$ cat src/hw/rtl/lrf_pkg.sv
// Shared types and constants for the line rasterizer and its frame store.
`default_nettype none

package lrf_pkg;

	localparam int SCREEN_WIDTH_DEF  = 84;
	localparam int SCREEN_HEIGHT_DEF = 48;
	localparam int ROWS_PER_BYTE     = 8;
	localparam int ROW_SHIFT         = 3;

	// Field widths
	localparam int PT_W       = 8;   // coordinate field
	localparam int COORD_W    = 10;  // running coordinate, with headroom
	localparam int DELTA_W    = 9;   // doubled absolute delta
	localparam int ACC_W      = 12;  // error accumulator
	localparam int RA_W       = 9;   // read address field
	localparam int BYTE_W     = 8;
	localparam int IN_DATA_W  = 48;

	// s_tdata layout
	localparam int XS_LSB    = 0;
	localparam int YS_LSB    = 8;
	localparam int XE_LSB    = 16;
	localparam int YE_LSB    = 24;
	localparam int COLOR_BIT = 32;
	localparam int RA_LSB    = 33;

	localparam logic REQ_LINE = 1'b0;
	localparam logic REQ_READ = 1'b1;

	typedef enum logic [2:0] {
		ST_CLEAR,
		ST_IDLE,
		ST_PIX_RD,
		ST_PIX_WR,
		ST_FINISH
	} lrf_state_t;

	typedef struct packed {
		logic load;
		logic advance;
	} step_ctrl_t;

endpackage

`default_nettype wire

$ cat src/hw/rtl/lrf_store.sv
// Frame store: single write port, registered read port.
`default_nettype none

module lrf_store import lrf_pkg::*; #(
	parameter int DEPTH = 504,
	parameter int AW    = 9
) (
	input  logic              clk,
	input  logic              wr_en,
	input  logic [AW-1:0]     wr_addr,
	input  logic [BYTE_W-1:0] wr_data,
	input  logic              rd_en,
	input  logic [AW-1:0]     rd_addr,
	output logic [BYTE_W-1:0] rd_data
);

	logic [BYTE_W-1:0] mem [DEPTH];
	logic [BYTE_W-1:0] rd_data_q;

	always_ff @(posedge clk) begin
		if (wr_en) begin
			mem[wr_addr] <= wr_data;
		end
		if (rd_en) begin
			rd_data_q <= mem[rd_addr];
		end
	end

	assign rd_data = rd_data_q;

endmodule

`default_nettype wire

$ cat config.mk
export PLATFORM = sky130hd
export DESIGN_NAME = lrf_store
export DESIGN_NICKNAME = d
export VERILOG_FILES = /design/src/hw/rtl/lrf_pkg.sv /design/src/hw/rtl/lrf_store.sv
export SDC_FILE = /design/constraint.sdc
export NUM_CORES = 2
export LEC_CHECK = 0
export ABC_CLOCK_PERIOD_IN_PS = 5200
export BUFFER_PORTS_ARGS = -buffer_cell sky130_fd_sc_hd__clkbuf_2
export CAP_MARGIN = 10
export CORE_ASPECT_RATIO = 1.1
export CORE_MARGIN = 2
export CORE_UTILIZATION = 33
export DETAILED_ROUTE_END_ITERATION = 16
export PLACE_DENSITY = 0.46
export SLEW_MARGIN = 5
export SYNTH_ARGS = -nofsm -noshare
export SYNTH_HDL_FRONTEND = slang
export SYNTH_SLANG_ARGS = --single-unit
$ cat constraint.sdc
create_clock -name clk -period 5.2 [get_ports clk]
set_input_delay 0.26 -clock clk [delete_from_list [all_inputs] [get_ports clk]]
set_output_delay 0.26 -clock clk [all_outputs]
set_load 0.05 [all_outputs]
==> impl_metrics.yaml <==
critical_path:
  r2r_setup_slack_ps: 1790
  r2r_start: "mem[411][3]$_DFFE_PP_"
  slowest_stage: "o21ai_0"
  worstSetupStartpoint: "rd_addr[2]"
  path_class: "input port to flop"
  timing.rr.end: "rd_data[3]$_DFFE_PP_"
  start_kind: "input port"
  cp_max_fo: 52
  critPathCaptureType: "flop"
  crit_buf_inv: 3
  arrival_ps: 4470
  crit_family: "simple AND/OR/NAND/NOR gates"
  reg2regPathDepth: 8
  crit_top_cell: "nand4_1"
  required_ps: 5960
  critPathMaxStageDelay_ps: 690
  path_cells: "buf_8 > or2_4 > buf_12 > buf_4 > o221ai_1 > o22ai_1 > nor3_1 > o21ai_0 > nand4_1 > nand4_1 > nand3_1"
die:
  rows: 265
  dieArea_um2: 482000
  die_h_um: 728
  coreArea_um2: 474000
  initial_core_util: 0.332
  die_width_um: 662
  ios: 37
cts:
  htree_levels: 5
  root_buffer: "clkbuf_16"
  numCtsBuffers: 425
  postCtsHoldBufs: 9
  clock-sinks: 4040
  cts-resized-gates: 0
  post_cts_buffers: 0
  clkLatencyLatePin_ps: 1020
  cts.clk_slew.worst_paths_ps: 60
  clk_path_buf_depth: 4
  cts_tree: "built"
synthesis:
  async_flop_share: 0
  syn_area_um2: 157000
  syn_area_per_cell_um2: 21.4
  yosys.area.top_type_share: 0.771
  synth_flop_cell: "edfxtp_1"
  ys_seq_area_frac: 0.771
  synth_nets: 7387
  netlist_top_cells_area: "edfxtp_1 (77%), mux4_2 (13%), mux2i_1 (2.7%), nor2_1 (1.4%), o221ai_1 (0.80%)"
  synth_top_area_cell: "edfxtp_1"
  ys_ff_latch: 4040
  synth_cells: 7358
  synth-edff-count: 4040
  synth_common_cells: "edfxtp_1 (4040), mux4_2 (927), nor2_1 (581), mux2i_1 (428), clkbuf_1 (190)"
  synth_warnings: 0
  post_synth_num_cell_types: 62
  yosysMostFrequentCell: "edfxtp_1"
final_layout:
  multiInputGateArea_um2: 33400
  regArea_um2: 121000
  syn_to_final_growth_pct: 14.4
  nets: 7744
  fill_cells: 42800
  drive_gt1_frac: 0.240
hold_path:
  holdPathStages: 3
  hold_class: "input port to flop"
  hp-start: "wr_addr[0]"
  min_to: "mem[167][0]$_DFFE_PP_"
flow_run:
  maxCapViolations: 0
drt:
  firstDrtPassIters: 6
  dr_total_vias: 77900
  drt_iter0_drc: 8248
  ant_nets: 0
  routedWlPerCell_um: 33.8
  via_per_inst: 5.43
  wl_mm: 485
  drc_errors: 0
power:
  leakagePower_nw: 55.5
  total_power_mw: 69.2
  peakVddDrop_v: 0.000279
  power.density_nw_per_um2: 385
grt:
  grt_usage: 0.198
  antenna_found_initial: 42
  first_global_vias: 80400
  grt_pass1_wl_mm: 670
  grt_max_degree: 197
  grt-ovfl-total: 0
sta:
  hold_viol_final: 0
  fin_worst_skew_ps: 62.5
  period_share: 0.714
  tightest_slew_ps: 1460
  max_freq_mhz: 269
  maxSlewHeadroom: 0.0291
  grt_setup_unrepaired: "no"
  final.setup.tns_ps: 0
  final-max-slew-violation-count: 0
  setup_viol: 0
  fin_crit_ps: 3710
place:
  hpwl_mm: 300
  place.gp.congestion: 0.808
  io_buffers: 36
outcome:
  status: "finished, final reports clean"
==> cell usage in the layout (no fill, tap or decap), types with 15 or more instances in the layout <==
cell / n
a31oi_1: 16
a211oi_1: 17
o21ai_0: 94
nor3_1: 48
nor2_1: 574
clkbuf_2: 21
clkinv_2: 75
bufinv_16: 27
buf_4: 266
mux4_2: 927
buf_12: 77
clkbuf_1: 88
nand3_1: 34
clkbuf_16: 426
nand2_1: 114
clkinv_1: 116
edfxtp_1: 4040
clkinv_16: 15
mux2i_1: 428
a21oi_1: 110
a22oi_1: 44
o22ai_1: 109
o221ai_1: 144
==> layout make-up <==
class / count / share of cell area
multi-input combinational: 2855 / 0.185
tap: 6274 / 0.0436
sequential: 4040 / 0.674
clock buffer: 514 / 0.0611
antenna: 13 / 0.000181
inverter: 6 / 0.000209
clock inverter: 258 / 0.0132
timing repair buffer: 387 / 0.0219
==> worst min-delay path, cell delays in order <==
cell	delay, ps
clkbuf_2	210
nand3_4	250
nor2_1	240
==> stage by stage <==
stage,worst slack [ps],utilization,hold WS [ps],area [um^2],instances
finish,1490,0.379,176,180000,14300
global route,1370,0.379,163,180000,14300
CTS,1420,0.379,83.3,180000,14300
detailed placement,322,0.351,665,166000,13600
global placement,255,0.351,659,166000,13600
floorplan,2480,-,359,157000,7358
==> worst max-delay path by stage <==
| stage | to | slack (ps) | cells after the start |
|---|---|---|---|
| 6_report | rd_data[3]$_DFFE_PP_ | 1490 | 11 |
| 5_1_grt | rd_data[3]$_DFFE_PP_ | 1370 | 12 |
| 4_1_cts | rd_data[3]$_DFFE_PP_ | 1420 | 12 |
| 3_5_place_dp | rd_data[3]$_DFFE_PP_ | 320 | 12 |
| 3_3_place_gp | rd_data[3]$_DFFE_PP_ | 260 | 12 |
| 2_1_floorplan | rd_data[0]$_DFFE_PP_ | 2480 | 10 |
==> where the power goes <==
part           switching, mW  total, mW  internal (mW)
registers             0.0382       35.9           35.9
logic                   2.54       3.77           1.23
clock network           13.1       29.5           16.4
==> routing by layer <==
| layer | wire, um | vias up | track usage |
|---|---|---|---|
| li1 | - | 31600 | - |
| met1 | 204000 | 43000 | 0.271 |
| met2 | 239000 | 2574 | 0.333 |
| met3 | 27200 | 630 | 0.0278 |
| met4 | 13900 | 8 | 0.0525 |
| met5 | 46 | - | 0 |
==> kinds of logic after synthesis <==
logic type	count (synthesis)	share of synthesized area
flops	4040	0.771
mux	1367	0.161
simple gates	877	0.0231
compound gates	611	0.0266
buf+inv	463	0.0183
==> state kept, by name (all words and copies together), names as in the netlist <==
register	cells
rd_data	8
mem	4032
(Power assumes the default switching activity.)
