<file path="src/hw/rtl/lrf_pkg.sv">
// Shared types and constants for the line rasterizer and its frame store.
`default_nettype none

package lrf_pkg;

	localparam int SCREEN_WIDTH_DEF  = 84;
	localparam int SCREEN_HEIGHT_DEF = 48;
	localparam int ROWS_PER_BYTE     = 8;
	localparam int ROW_SHIFT         = 3;

	// Field widths
	localparam int PT_W       = 8;   // coordinate field
	localparam int COORD_W    = 10;  // running coordinate, with headroom
	localparam int DELTA_W    = 9;   // doubled absolute delta
	localparam int ACC_W      = 12;  // error accumulator
	localparam int RA_W       = 9;   // read address field
	localparam int BYTE_W     = 8;
	localparam int IN_DATA_W  = 48;

	// s_tdata layout
	localparam int XS_LSB    = 0;
	localparam int YS_LSB    = 8;
	localparam int XE_LSB    = 16;
	localparam int YE_LSB    = 24;
	localparam int COLOR_BIT = 32;
	localparam int RA_LSB    = 33;

	localparam logic REQ_LINE = 1'b0;
	localparam logic REQ_READ = 1'b1;

	typedef enum logic [2:0] {
		ST_CLEAR,
		ST_IDLE,
		ST_PIX_RD,
		ST_PIX_WR,
		ST_FINISH
	} lrf_state_t;

	typedef struct packed {
		logic load;
		logic advance;
	} step_ctrl_t;

endpackage

`default_nettype wire

</file>
<file path="src/hw/rtl/lrf_step.sv">
// Bresenham stepping unit: one pixel step per advance.
`default_nettype none

module lrf_step import lrf_pkg::*; (
	input  logic                      clk,
	input  step_ctrl_t                ctrl,
	input  logic signed [PT_W-1:0]    xa,
	input  logic signed [PT_W-1:0]    ya,
	input  logic signed [PT_W-1:0]    xb,
	input  logic signed [PT_W-1:0]    yb,
	output logic signed [COORD_W-1:0] px,
	output logic signed [COORD_W-1:0] py,
	output logic                      done
);

	localparam logic signed [COORD_W-1:0] ONE = COORD_W'(1);

	logic signed [PT_W:0]        dx, dy, adx_full, ady_full;
	logic [DELTA_W-1:0]          ddx, ddy, maj, mnr;
	logic                        shallow;
	logic signed [ACC_W-1:0]     acc0;

	logic signed [COORD_W-1:0]   x_q, y_q;
	logic signed [PT_W-1:0]      xe_q, ye_q;
	logic                        sx_neg_q, sy_neg_q, shallow_q;
	logic [DELTA_W-1:0]          maj_q, mnr_q;
	logic signed [ACC_W-1:0]     acc_q;

	logic                        acc_ge;
	logic signed [COORD_W-1:0]   sx, sy, x_n, y_n;
	logic signed [ACC_W-1:0]     acc_sub, acc_n;

	// Setup: absolute doubled deltas, branch choice, initial error
	always_comb begin
		dx       = {xb[PT_W-1], xb} - {xa[PT_W-1], xa};
		dy       = {yb[PT_W-1], yb} - {ya[PT_W-1], ya};
		adx_full = dx[PT_W] ? -dx : dx;
		ady_full = dy[PT_W] ? -dy : dy;
		ddx      = {adx_full[PT_W-1:0], 1'b0};
		ddy      = {ady_full[PT_W-1:0], 1'b0};
		shallow  = ddx > ddy;
		maj      = shallow ? ddx : ddy;
		mnr      = shallow ? ddy : ddx;
		acc0     = $signed(ACC_W'(mnr)) - $signed(ACC_W'(maj >> 1));
	end

	// Step: one accumulator update, major axis always moves
	always_comb begin
		acc_ge  = !acc_q[ACC_W-1];
		sx      = sx_neg_q ? -ONE : ONE;
		sy      = sy_neg_q ? -ONE : ONE;
		acc_sub = acc_ge ? $signed(ACC_W'(maj_q)) : $signed(ACC_W'(0));
		acc_n   = acc_q + $signed(ACC_W'(mnr_q)) - acc_sub;
		x_n     = (shallow_q || acc_ge) ? x_q + sx : x_q;
		y_n     = (!shallow_q || acc_ge) ? y_q + sy : y_q;
	end

	always_ff @(posedge clk) begin
		if (ctrl.load) begin
			x_q       <= COORD_W'(xa);
			y_q       <= COORD_W'(ya);
			xe_q      <= xb;
			ye_q      <= yb;
			sx_neg_q  <= dx[PT_W];
			sy_neg_q  <= dy[PT_W];
			shallow_q <= shallow;
			maj_q     <= maj;
			mnr_q     <= mnr;
			acc_q     <= acc0;
		end else if (ctrl.advance) begin
			x_q   <= x_n;
			y_q   <= y_n;
			acc_q <= acc_n;
		end
	end

	assign px   = x_q;
	assign py   = y_q;
	assign done = shallow_q ? (x_q == COORD_W'(xe_q)) : (y_q == COORD_W'(ye_q));

endmodule

`default_nettype wire
</file>
<file path="config.mk">
export PLATFORM = sky130hd
export DESIGN_NAME = lrf_step
export DESIGN_NICKNAME = d
export VERILOG_FILES = /design/src/hw/rtl/lrf_pkg.sv /design/src/hw/rtl/lrf_step.sv
export SDC_FILE = /design/constraint.sdc
export NUM_CORES = 1
export LEC_CHECK = 0
export BUFFER_PORTS_ARGS = -buffer_cell sky130_fd_sc_hd__buf_2
export CAP_MARGIN = 20
export CORE_ASPECT_RATIO = 1.75
export CORE_MARGIN = 5
export CORE_UTILIZATION = 60
export CTS_CLUSTER_SIZE = 24
export DETAILED_ROUTE_END_ITERATION = 10
export PLACE_DENSITY_LB_ADDON = 0.2
export SYNTH_ARGS = -nofsm -noshare
export SYNTH_HDL_FRONTEND = slang
export SYNTH_SLANG_ARGS = --single-unit
</file>
<file path="constraint.sdc">
create_clock -name clk -period 20.5 [get_ports clk]
set_clock_uncertainty 0.15 [all_clocks]
set_input_delay 2.05 -clock clk [delete_from_list [all_inputs] [get_ports clk]]
set_output_delay 2.05 -clock clk [all_outputs]
set_load 0.01 [all_outputs]
</file>
==> metrics.yaml, run 1 <==
worst_setup_path:
  cpPeakStageDelay_ps: 630
  arrival_ps: 8310
  worstSetupStartpointType: "input pin"
  crit_fanout: 19
  path_delay_family: "compound AO/OA/AOI/OAI gates"
  worstReg2RegStart: "acc_q[11]$_DFFE_PP_"
  cpMaxStageDelayCell: "o2bb2ai_2"
  worstSetupPathType: "in2reg"
  cp-end-kind: "register"
  rr_endpoint: "acc_q[10]$_DFFE_PP_"
  worstPathRequired_ps: 20410
  path_buf_inv: 5
  r2r_setup_slack_ps: 16510
  worst-r2r-cell-count: 15
  path_common_cell: "a21oi_1"
sta:
  maxSlewHeadroom: 0.4638
  timing.setup.tns_ps: 0
  rsz0062_at_grt: "no"
  finalCriticalPeriod_ps: 8400
  finalCritPeriodShare: 0.4097
  worst_pin_slew_ps: 799.6
  fmax_ghz: 0.1191
  setup-violations-final: 0
  drv_slew: 0
  hold_viol_final: 0
  fin_ws_ps: 12100
grt:
  grt.total_usage: 0.2217
  antenna_found_initial: 0
  grt_pass1_wl_um: 20660
  grt.overflow.total: 0
  grt_pass1_vias: 4598
  grt_max_degree: 51
logic_synthesis:
  synth-edff-count: 66
  synth_top_area_share: 0.3464
  yosysSeqAreaShare: 0.3464
  syn-num-nets: 698
  synth_cells: 593
  ys_types: 65
  synth_commonest_cells: "96 x inv_1, 66 x edfxtp_1, 56 x ha_1, 47 x xnor2_1, 37 x a21oi_1"
  ys.flop_type: "edfxtp_1"
  synth_top_cell_by_area: "edfxtp_1"
  netlist_area_sq_um: 5722
  synth.avg_cell_area_sq_um: 9.649
  ys.warnings.count: 0
  synth_most_common_cell: "inv_1"
  ys_seq_elements: 66
  async_flop_share: 0
  synth.area.top_cells: "edfxtp_1 35%, ha_1 12%, xnor2_1 7.2%, inv_1 6.3%, fa_1 4.9%"
floorplan:
  core-area_sq_um: 9409
  dieArea_sq_um: 11670
  die_height_um: 139.2
  initial_utilization: 0.6081
  io_pins: 56
  die-width_um: 83.82
  core.rowCount: 47
worst_hold_path:
  min_path_cells: 1
  min_from: "py[0]$_DFFE_PP_"
  min_to: "py[0]$_DFFE_PP_"
  hold_path.class: "reg2reg"
layout:
  final_core_util: 0.6778
  nets: 756
  final-instance-count-excl-fill: 777
  diodes: 0
  drive_above_1_share: 0.1389
  area_growth_pct: 11.46
place:
  port_buffers: 55
  dp_slack_ps: 11760
  dp_hpwl_um: 10250
  place.gp.congestion: 0.8619
  dp_cells: 761
drt:
  antenna_left: 0
  drc: 0
  firstDrtPassIters: 5
  drt_wl_total_um: 12790
  viasPerCell: 5.685
  drt-initial-drc-count: 178
  wire_per_inst_um: 16.47
  vias: 4417
job:
  maxCapViolations: 0
clock_tree:
  cts_setup_buffers: 0
  numCtsBuffers: 9
  htree_levels: 3
  cts.sinks: 66
  cts_tree: "built"
  cts_resized: 0
  cts_root_buf: "clkbuf_16"
  path_clk_slew_ps: 60
  clk_path_buf_depth: 2
  clk_latency_ps: 340
  holdBufCountCts: 0
power:
  power_density_nw_per_um2: 184.6
  ir_drop_mv: 0.08585
  p_leak_nw: 2.937
status:
  status: "finished, final reports clean"
-- report_power, final --
group | total, W | internal, W | switching (W) | leakage [nW]
combinational | 0.000780 | 0.000342 | 0.000438 | 2.15
sequential | 0.000261 | 0.000228 | 0.0000329 | 0.661
clock | 0.000136 | 0.0000796 | 0.0000561 | 0.127
-- layer usage --
layer | vias to the layer above | track usage | routed length [um]
met5 | - | 0 | 0
met4 | 0 | 0.1161 | 510
met3 | 30 | 0.03270 | 365
met2 | 74 | 0.4264 | 7246
met1 | 2134 | 0.2239 | 4673
li1 | 2179 | - | -
-- through the flow --
step	cell area, sq um	hold slack (ps)	power [W]
6_report	6377	532.0	0.001177
4_1_cts	6372	529.0	0.001183
3_3_place_gp	6121	495.7	0.001004
5_1_grt	6377	548.2	0.001289
2_1_floorplan	5722	526.2	0.0008612
3_5_place_dp	6121	517.4	0.001039
-- how the worst max path moves through the flow --
stage / from / end / slack, ps / cells past startpoint
finish: ya[0] / acc_q[8]$_DFFE_PP_ / 12100 / 29
global route: ya[0] / acc_q[8]$_DFFE_PP_ / 11560 / 29
CTS: ya[0] / acc_q[8]$_DFFE_PP_ / 12080 / 29
detailed placement: ya[0] / acc_q[8]$_DFFE_PP_ / 11760 / 29
global placement: ya[0] / acc_q[8]$_DFFE_PP_ / 11920 / 29
floorplan: yb[0] / acc_q[8]$_DFFE_PP_ / 12610 / 28
-- registers in the layout, summed over array words and instances (netlist names) --
name and count:
px 10, maj_q 8, mnr_q 8, shallow_q 1
sx_neg_q 1, py 10, acc_q 11, sy_neg_q 1
ye_q 8, xe_q 8
-- logic make-up after synthesis --
| logic type | count (synthesis) | synth area share |
|---|---|---|
| AOI/OAI and AO/OA | 139 | 0.1653 |
| and+or+nand+nor | 129 | 0.1185 |
| buffers and inverters | 108 | 0.07107 |
| adders and majority gates | 72 | 0.1749 |
| xor gates and xnor gates | 70 | 0.1071 |
| DFF | 66 | 0.3464 |
| muxes | 9 | 0.01662 |
-- cell usage in the layout (no fill, tap or decap), drive strengths merged, types with 23 or more instances in the layout --
cell type,netlist,routed
inv,98,98
edfxtp,66,66
buf,2,57
ha,56,56
xnor2,47,47
a21oi,37,37
nand2,35,35
o21ai,32,32
nor2,29,29
xor2,23,23
-- final cells by class --
type                       instances  area [sq um]
tap                              122         152.6
multi-input combinational        419          3333
inverter                          98         367.9
clock inverter                     5         22.52
fill                             755          3032
clock buffer                      10         229.0
timing repair buffer              57         290.3
sequential                        66          1982
-- worst register-to-register path: stages, from the launching register on --
cell and delay (ps):
edfxtp_1 650, nor2b_1 130, fa_1 500, inv_1 70, ha_1 290, nor2b_1 120, o21ai_0 230, a21boi_0 180
o21ai_0 250, a21boi_0 180, o21ai_0 200, nand2b_1 120, a21o_1 190, a21oi_1 160, xor2_1 190, o22ai_1 120
(Power assumes the default switching activity.)
==> inputs of run 2 (changes only) <==
Clock period 20.5 ns to 8.55 ns, I/O delays scaled along.
==> metrics.yaml, run 2 (synthesis gave the netlist of run 1 again) <==
status:
  status: "finished, final reports clean"
worst_setup_path:
  arrival_ps: 7330  # -980 ps
  worstSetupPathType: "in2reg"
  worstReg2RegStart: "acc_q[11]$_DFFE_PP_"
  worstSetupStartpointType: "input pin"
  worstPathRequired_ps: 8460  # -11950 ps
  crit_fanout: 19  # unchanged
  r2r_setup_slack_ps: 4540  # -11970 ps
  cpMaxStageDelayCell: "o2bb2ai_2"
  rr_endpoint: "acc_q[10]$_DFFE_PP_"
  path_common_cell: "a21oi_1"
  cpPeakStageDelay_ps: 660  # +30 ps
  cp-end-kind: "register"
  worst-r2r-cell-count: 15  # unchanged
place:
  dp_cells: 761  # unchanged
  port_buffers: 55  # unchanged
  dp_hpwl_um: 9943  # -3.0%
  place.gp.congestion: 0.9116  # +5.8%
drt:
  drt-initial-drc-count: 244  # +37%
  wire_per_inst_um: 15.96  # -3.1%
  viasPerCell: 5.611  # -1.3%
  drt_wl_total_um: 12400  # -3.1%
  vias: 4360  # -1.3%
  antenna_left: 0  # unchanged
  drc: 0  # unchanged
  firstDrtPassIters: 4  # -1
layout:
  layout_common_cells: "96 x inv_1, 66 x edfxtp_1, 56 x ha_1"
  layout_commonest_cell: "inv_1"
  regMostFlops: "acc_q"
  final-instance-count-excl-fill: 777  # unchanged
  nets: 756  # unchanged
  diodes: 0  # unchanged
  largest_reg_flops: 11  # unchanged
  area_growth_pct: 11.48  # about the same
  n_fill_cell: 761  # +0.79%
  drive_above_1_share: 0.1405  # +0.001527
clock_tree:
  numCtsBuffers: 9  # unchanged
  clk_latency_ps: 330  # about the same
  htree_levels: 3  # unchanged
  cts.sinks: 66  # unchanged
  cts_root_buf: "clkbuf_16"
  clk_path_buf_depth: 2  # unchanged
  path_clk_slew_ps: 50  # about the same
  holdBufCountCts: 0  # unchanged
  cts_tree: "built"
  cts_resized: 0  # unchanged
  cts_setup_buffers: 0  # unchanged
grt:
  antenna_found_initial: 0  # unchanged
  grt_pass1_vias: 4610  # +0.26%
  grt.total_usage: 0.2233  # +0.001635
  grt_pass1_wl_um: 21000  # +1.7%
  grt.overflow.total: 0  # unchanged
  grt_max_degree: 55  # +7.8%
job:
  maxCapViolations: 0  # unchanged
floorplan:
  die_height_um: 139.2  # unchanged
  dieArea_sq_um: 11670  # unchanged
  core-area_sq_um: 9409  # unchanged
  core.rowCount: 47  # unchanged
  io_pins: 56  # unchanged
  initial_utilization: 0.6081  # unchanged
  die-width_um: 83.82  # unchanged
sta:
  drv_slew: 0  # unchanged
  timing.setup.tns_ps: 0  # unchanged
  rsz0062_at_grt: "no"
  worst_pin_slew_ps: 802.1  # +2.483 ps
  setup-violations-final: 0  # unchanged
  finalCritPeriodShare: 0.8673
  fmax_ghz: 0.1348
  hold_viol_final: 0  # unchanged
  maxSlewHeadroom: 0.4621  # -0.001665
  finalCriticalPeriod_ps: 7416
worst_hold_path:
  min_to: "py[0]$_DFFE_PP_"
  min_from: "py[0]$_DFFE_PP_"
  hold_path.class: "reg2reg"
  min_path_cells: 1  # unchanged
power:
  power_density_nw_per_um2: 439.9  # +140%
  p_leak_nw: 2.939  # about the same
  ir_drop_mv: 0.2233  # +160%
## run 2: cell types whose count changed in the layout (fill, tap and decap cells not counted), sizes merged
cell,delta
clkbuf,+1
clkinv,-1
## run 2: metrics by stage
stage | area [sq um] | utilization | setup WS, ps | hold WS (ps) | power, W
4_1_cts | 6374 | 0.6774 | 1120 | 498.6 | 0.002827
5_1_grt | 6379 | 0.6779 | 615.4 | 517.9 | 0.003092
6_report | 6379 | 0.6779 | 1134 | 498.6 | 0.002806
3_3_place_gp | 6121 | 0.6505 | 1084 | 486.0 | 0.002411
3_5_place_dp | 6121 | 0.6505 | 883.0 | 486.9 | 0.002481
2_1_floorplan | 5722 | - | 1855 | 526.2 | 0.002065
## run 2: worst max path at each step
| stage | from | endpoint | slack (ps) | cells after the start |
|---|---|---|---|---|
| final | ya[0] | acc_q[8]$_DFFE_PP_ | 1130 | 29 |
| after global routing | yb[0] | acc_q[8]$_DFFE_PP_ | 620 | 30 |
| after CTS | yb[0] | acc_q[8]$_DFFE_PP_ | 1120 | 29 |
| after detailed placement | yb[0] | acc_q[8]$_DFFE_PP_ | 880 | 29 |
| after global placement | xa[0] | acc_q[8]$_DFFE_PP_ | 1080 | 28 |
| after floorplan | yb[0] | acc_q[8]$_DFFE_PP_ | 1860 | 28 |
## run 2: power breakdown
part | internal, W | total, W | switching [W]
Combinational | 0.000820 | 0.00186 | 0.00104
Sequential | 0.000548 | 0.000627 | 0.0000792
Clock | 0.000192 | 0.000321 | 0.000129
Total | 0.00156 | 0.00281 | 0.00125
## run 2: worst max-delay path, delay by kind of cell
kind | cells | cell delay [ps]
compound gates | 15 | 3510
simple gates | 1 | 180
buf+inv | 5 | 540
xor+xnor | 4 | 840
fa+ha+maj | 4 | 1380
## run 2: area by class of cell
| cell class | instances | area [sq um] | area share |
|---|---|---|---|
| multi-input cells | 419 | 3333 | 0.5226 |
| flip-flops and latches | 66 | 1982 | 0.3107 |
| inverters | 98 | 367.9 | 0.05767 |
| repair buffers | 57 | 290.3 | 0.04551 |
| clock buffers | 11 | 232.7 | 0.03648 |
| well taps | 122 | 152.6 | 0.02393 |
| clock inverters | 4 | 20.02 | 0.003138 |
## run 2: metal layers
metal	up-vias	routed length, um	global-route usage
met5	-	0	0
met4	0	536	0.1169
met3	38	427	0.03151
met2	107	6933	0.4247
met1	2036	4502	0.2309
li1	2179	-	-
==> inputs of run 3 (changes only) <==
Settings changed: BUFFER_PORTS_ARGS -buffer_cell sky130_fd_sc_hd__buf_2 to -buffer_cell sky130_fd_sc_hd__buf_4.
==> metrics.yaml, run 3 (synthesis gave the netlist of run 1 again) <==
clock_tree:
  clk_path_buf_depth: 2  # unchanged
  cts_resized: 0  # unchanged
  htree_levels: 3  # unchanged
  cts_tree: "built"
  holdBufCountCts: 0  # unchanged
  numCtsBuffers: 9  # unchanged
  cts.sinks: 66  # unchanged
  cts_root_buf: "clkbuf_16"
  cts_setup_buffers: 0  # unchanged
  clk_latency_ps: 330  # about the same
  path_clk_slew_ps: 50  # about the same
drt:
  drc: 0  # unchanged
  firstDrtPassIters: 5  # +1
  drt-initial-drc-count: 202  # -17%
  drt_wl_total_um: 12760  # +2.9%
  dr_wl_met3_um: 299  # -30%
  wire_per_inst_um: 16.40  # +2.8%
  met1Wirelength_um: 4686  # +4.1%
  dr.max_layer_used: "met4"
  viasPerCell: 5.640  # +0.51%
  wl_met2_um: 7272  # +4.9%
  vias: 4388  # +0.64%
  antenna_left: 0  # unchanged
power:
  p_leak_nw: 2.996  # +1.9%
  power_frac_clock: 0.122  # +0.008
  power_density_nw_per_um2: 439.4  # -0.12%
  p_int_w: 0.001616  # +3.6%
  ir_drop_mv: 0.2140  # -4.2%
  seqPwrFrac: 0.219  # -0.004
  swShare: 0.4379  # -0.006236
  p_sw_w: 0.001259  # +1.0%
  p_comb_frac: 0.658  # -0.004
worst_setup_path:
  arrival_ps: 7170  # -160 ps
  cpPeakStageDelay_ps: 450  # -210 ps
  path_common_cell: "a21oi_1"
  worstReg2RegStart: "acc_q[11]$_DFFE_PP_"
  crit_start: "ya[0]"
  worstPathRequired_ps: 8460  # about the same
  cp-end-kind: "register"
  r2r_setup_slack_ps: 4570  # +30 ps
  cpMaxStageDelayCell: "o41ai_1"
  worst-r2r-cell-count: 15  # unchanged
  rr_endpoint: "acc_q[10]$_DFFE_PP_"
  worstSetupStartpointType: "input pin"
  crit_fanout: 19  # unchanged
  worstSetupPathType: "in2reg"
sta:
  finalCriticalPeriod_ps: 7264  # -151.5 ps
  drv_slew: 0  # unchanged
  rsz0062_at_grt: "no"
  fin_ws_ps: 1286  # +151.5 ps
  hold_viol_final: 0  # unchanged
  worst_pin_slew_ps: 565.8  # -236.3 ps
  setup-violations-final: 0  # unchanged
  fmax_ghz: 0.1377  # +2.1%
  timing.setup.tns_ps: 0  # unchanged
  finalCritPeriodShare: 0.8496  # -0.01772
  maxSlewHeadroom: 0.6228  # +0.1607
status:
  status: "finished, final reports clean"
place:
  dp_cells: 762  # +0.13%
  port_buffers: 55  # unchanged
  postPlaceCellArea_sq_um: 6264  # +2.3%
  place.gp.congestion: 0.9337  # +2.4%
  dp_hpwl_um: 10200  # +2.6%
  dp_slack_ps: 1149  # +266.2 ps
layout:
  diodes: 0  # unchanged
  drive_above_1_share: 0.1402  # -0.0002141
  multi_input_area_sq_um: 3333  # unchanged
  register_area_sq_um: 1982  # unchanged
  area_growth_pct: 14.39
  regMostFlops: "acc_q"
  layout_commonest_cell: "inv_1"
  final-instance-count-excl-fill: 778  # +0.13%
  design_area_sq_um: 6545  # +2.6%
  final_core_util: 0.6956  # +0.01769
  layout_common_cells: "96 x inv_1, 66 x edfxtp_1, 57 x buf_4"
  nets: 757  # +0.13%
  largest_reg_flops: 11  # unchanged
  n_fill_cell: 753  # -1.1%
grt:
  grt.overflow.total: 0  # unchanged
  grt.total_usage: 0.2301  # +0.006790
  antenna_found_initial: 0  # unchanged
  grt_max_degree: 55  # unchanged
  grt_pass1_vias: 4771  # +3.5%
  grt_pass1_wl_um: 21580  # +2.7%
floorplan:
  core.rowCount: 47  # unchanged
  initial_utilization: 0.6081  # unchanged
  die_height_um: 139.2  # unchanged
  dieArea_sq_um: 11670  # unchanged
  die-width_um: 83.82  # unchanged
  io_pins: 56  # unchanged
  core-area_sq_um: 9409  # unchanged
worst_hold_path:
  min_to: "py[0]$_DFFE_PP_"
  hold_path.class: "reg2reg"
  min_from: "py[0]$_DFFE_PP_"
  min_path_cells: 1  # unchanged
job:
  maxCapViolations: 0  # unchanged
[run 3: cell count changes in the layout (fill, tap and decap cells not counted)]
cell	previous run	this run
buf_2	55	1
buf_4	2	57
bufinv_16	0	1
clkinv_1	0	1
clkinv_2	4	2
[run 3: critical path: cells and delay by family]
kind,cells,cell delay [ps]
AO/OA/AOI/OAI,14,3030
adder cells (fa/ha/maj),4,1370
XOR/XNOR,4,810
buffers and inverters,6,710
AND/OR/NAND/NOR,3,350
[run 3: cell type report]
| type | instances | share of cell area |
|---|---|---|
| multi-input combinational | 419 | 0.5093 |
| clock inverter | 4 | 0.006691 |
| timing repair buffer | 58 | 0.06614 |
| tap | 122 | 0.02332 |
| inverter | 98 | 0.05620 |
| sequential | 66 | 0.3028 |
| clock buffer | 11 | 0.03556 |
[run 3: power by group through the flow]
stage	combinational (W)	sequential, W	clock, W
global placement	0.00181	0.000632	0
CTS	0.00191	0.000631	0.000358
floorplan	0.00144	0.000620	0
global route	0.00216	0.000643	0.000372
finish	0.00189	0.000631	0.000352
detailed placement	0.00187	0.000638	0
[run 3: through the flow]
step / hold slack, ps / power (W)
final: 554.0 / 0.002876
after global routing: 547.6 / 0.003172
after CTS: 544.8 / 0.002899
after detailed placement: 554.0 / 0.002511
after global placement: 495.4 / 0.002437
after floorplan: 526.2 / 0.002065
[run 3: worst max-delay path by stage]
| stage | endpoint | slack (ps) | cells past startpoint |
|---|---|---|---|
| after floorplan | acc_q[8]$_DFFE_PP_ | 1860 | 28 |
| after global placement | acc_q[8]$_DFFE_PP_ | 1350 | 30 |
| after detailed placement | acc_q[8]$_DFFE_PP_ | 1150 | 31 |
| after CTS | acc_q[8]$_DFFE_PP_ | 1350 | 31 |
| after global routing | acc_q[8]$_DFFE_PP_ | 850 | 31 |
| final | acc_q[8]$_DFFE_PP_ | 1290 | 31 |
[run 3: metal layers]
metal	up-vias	track usage
li1	2188	-
met1	2089	0.2289
met2	75	0.4448
met3	36	0.03567
met4	0	0.1212
met5	-	0
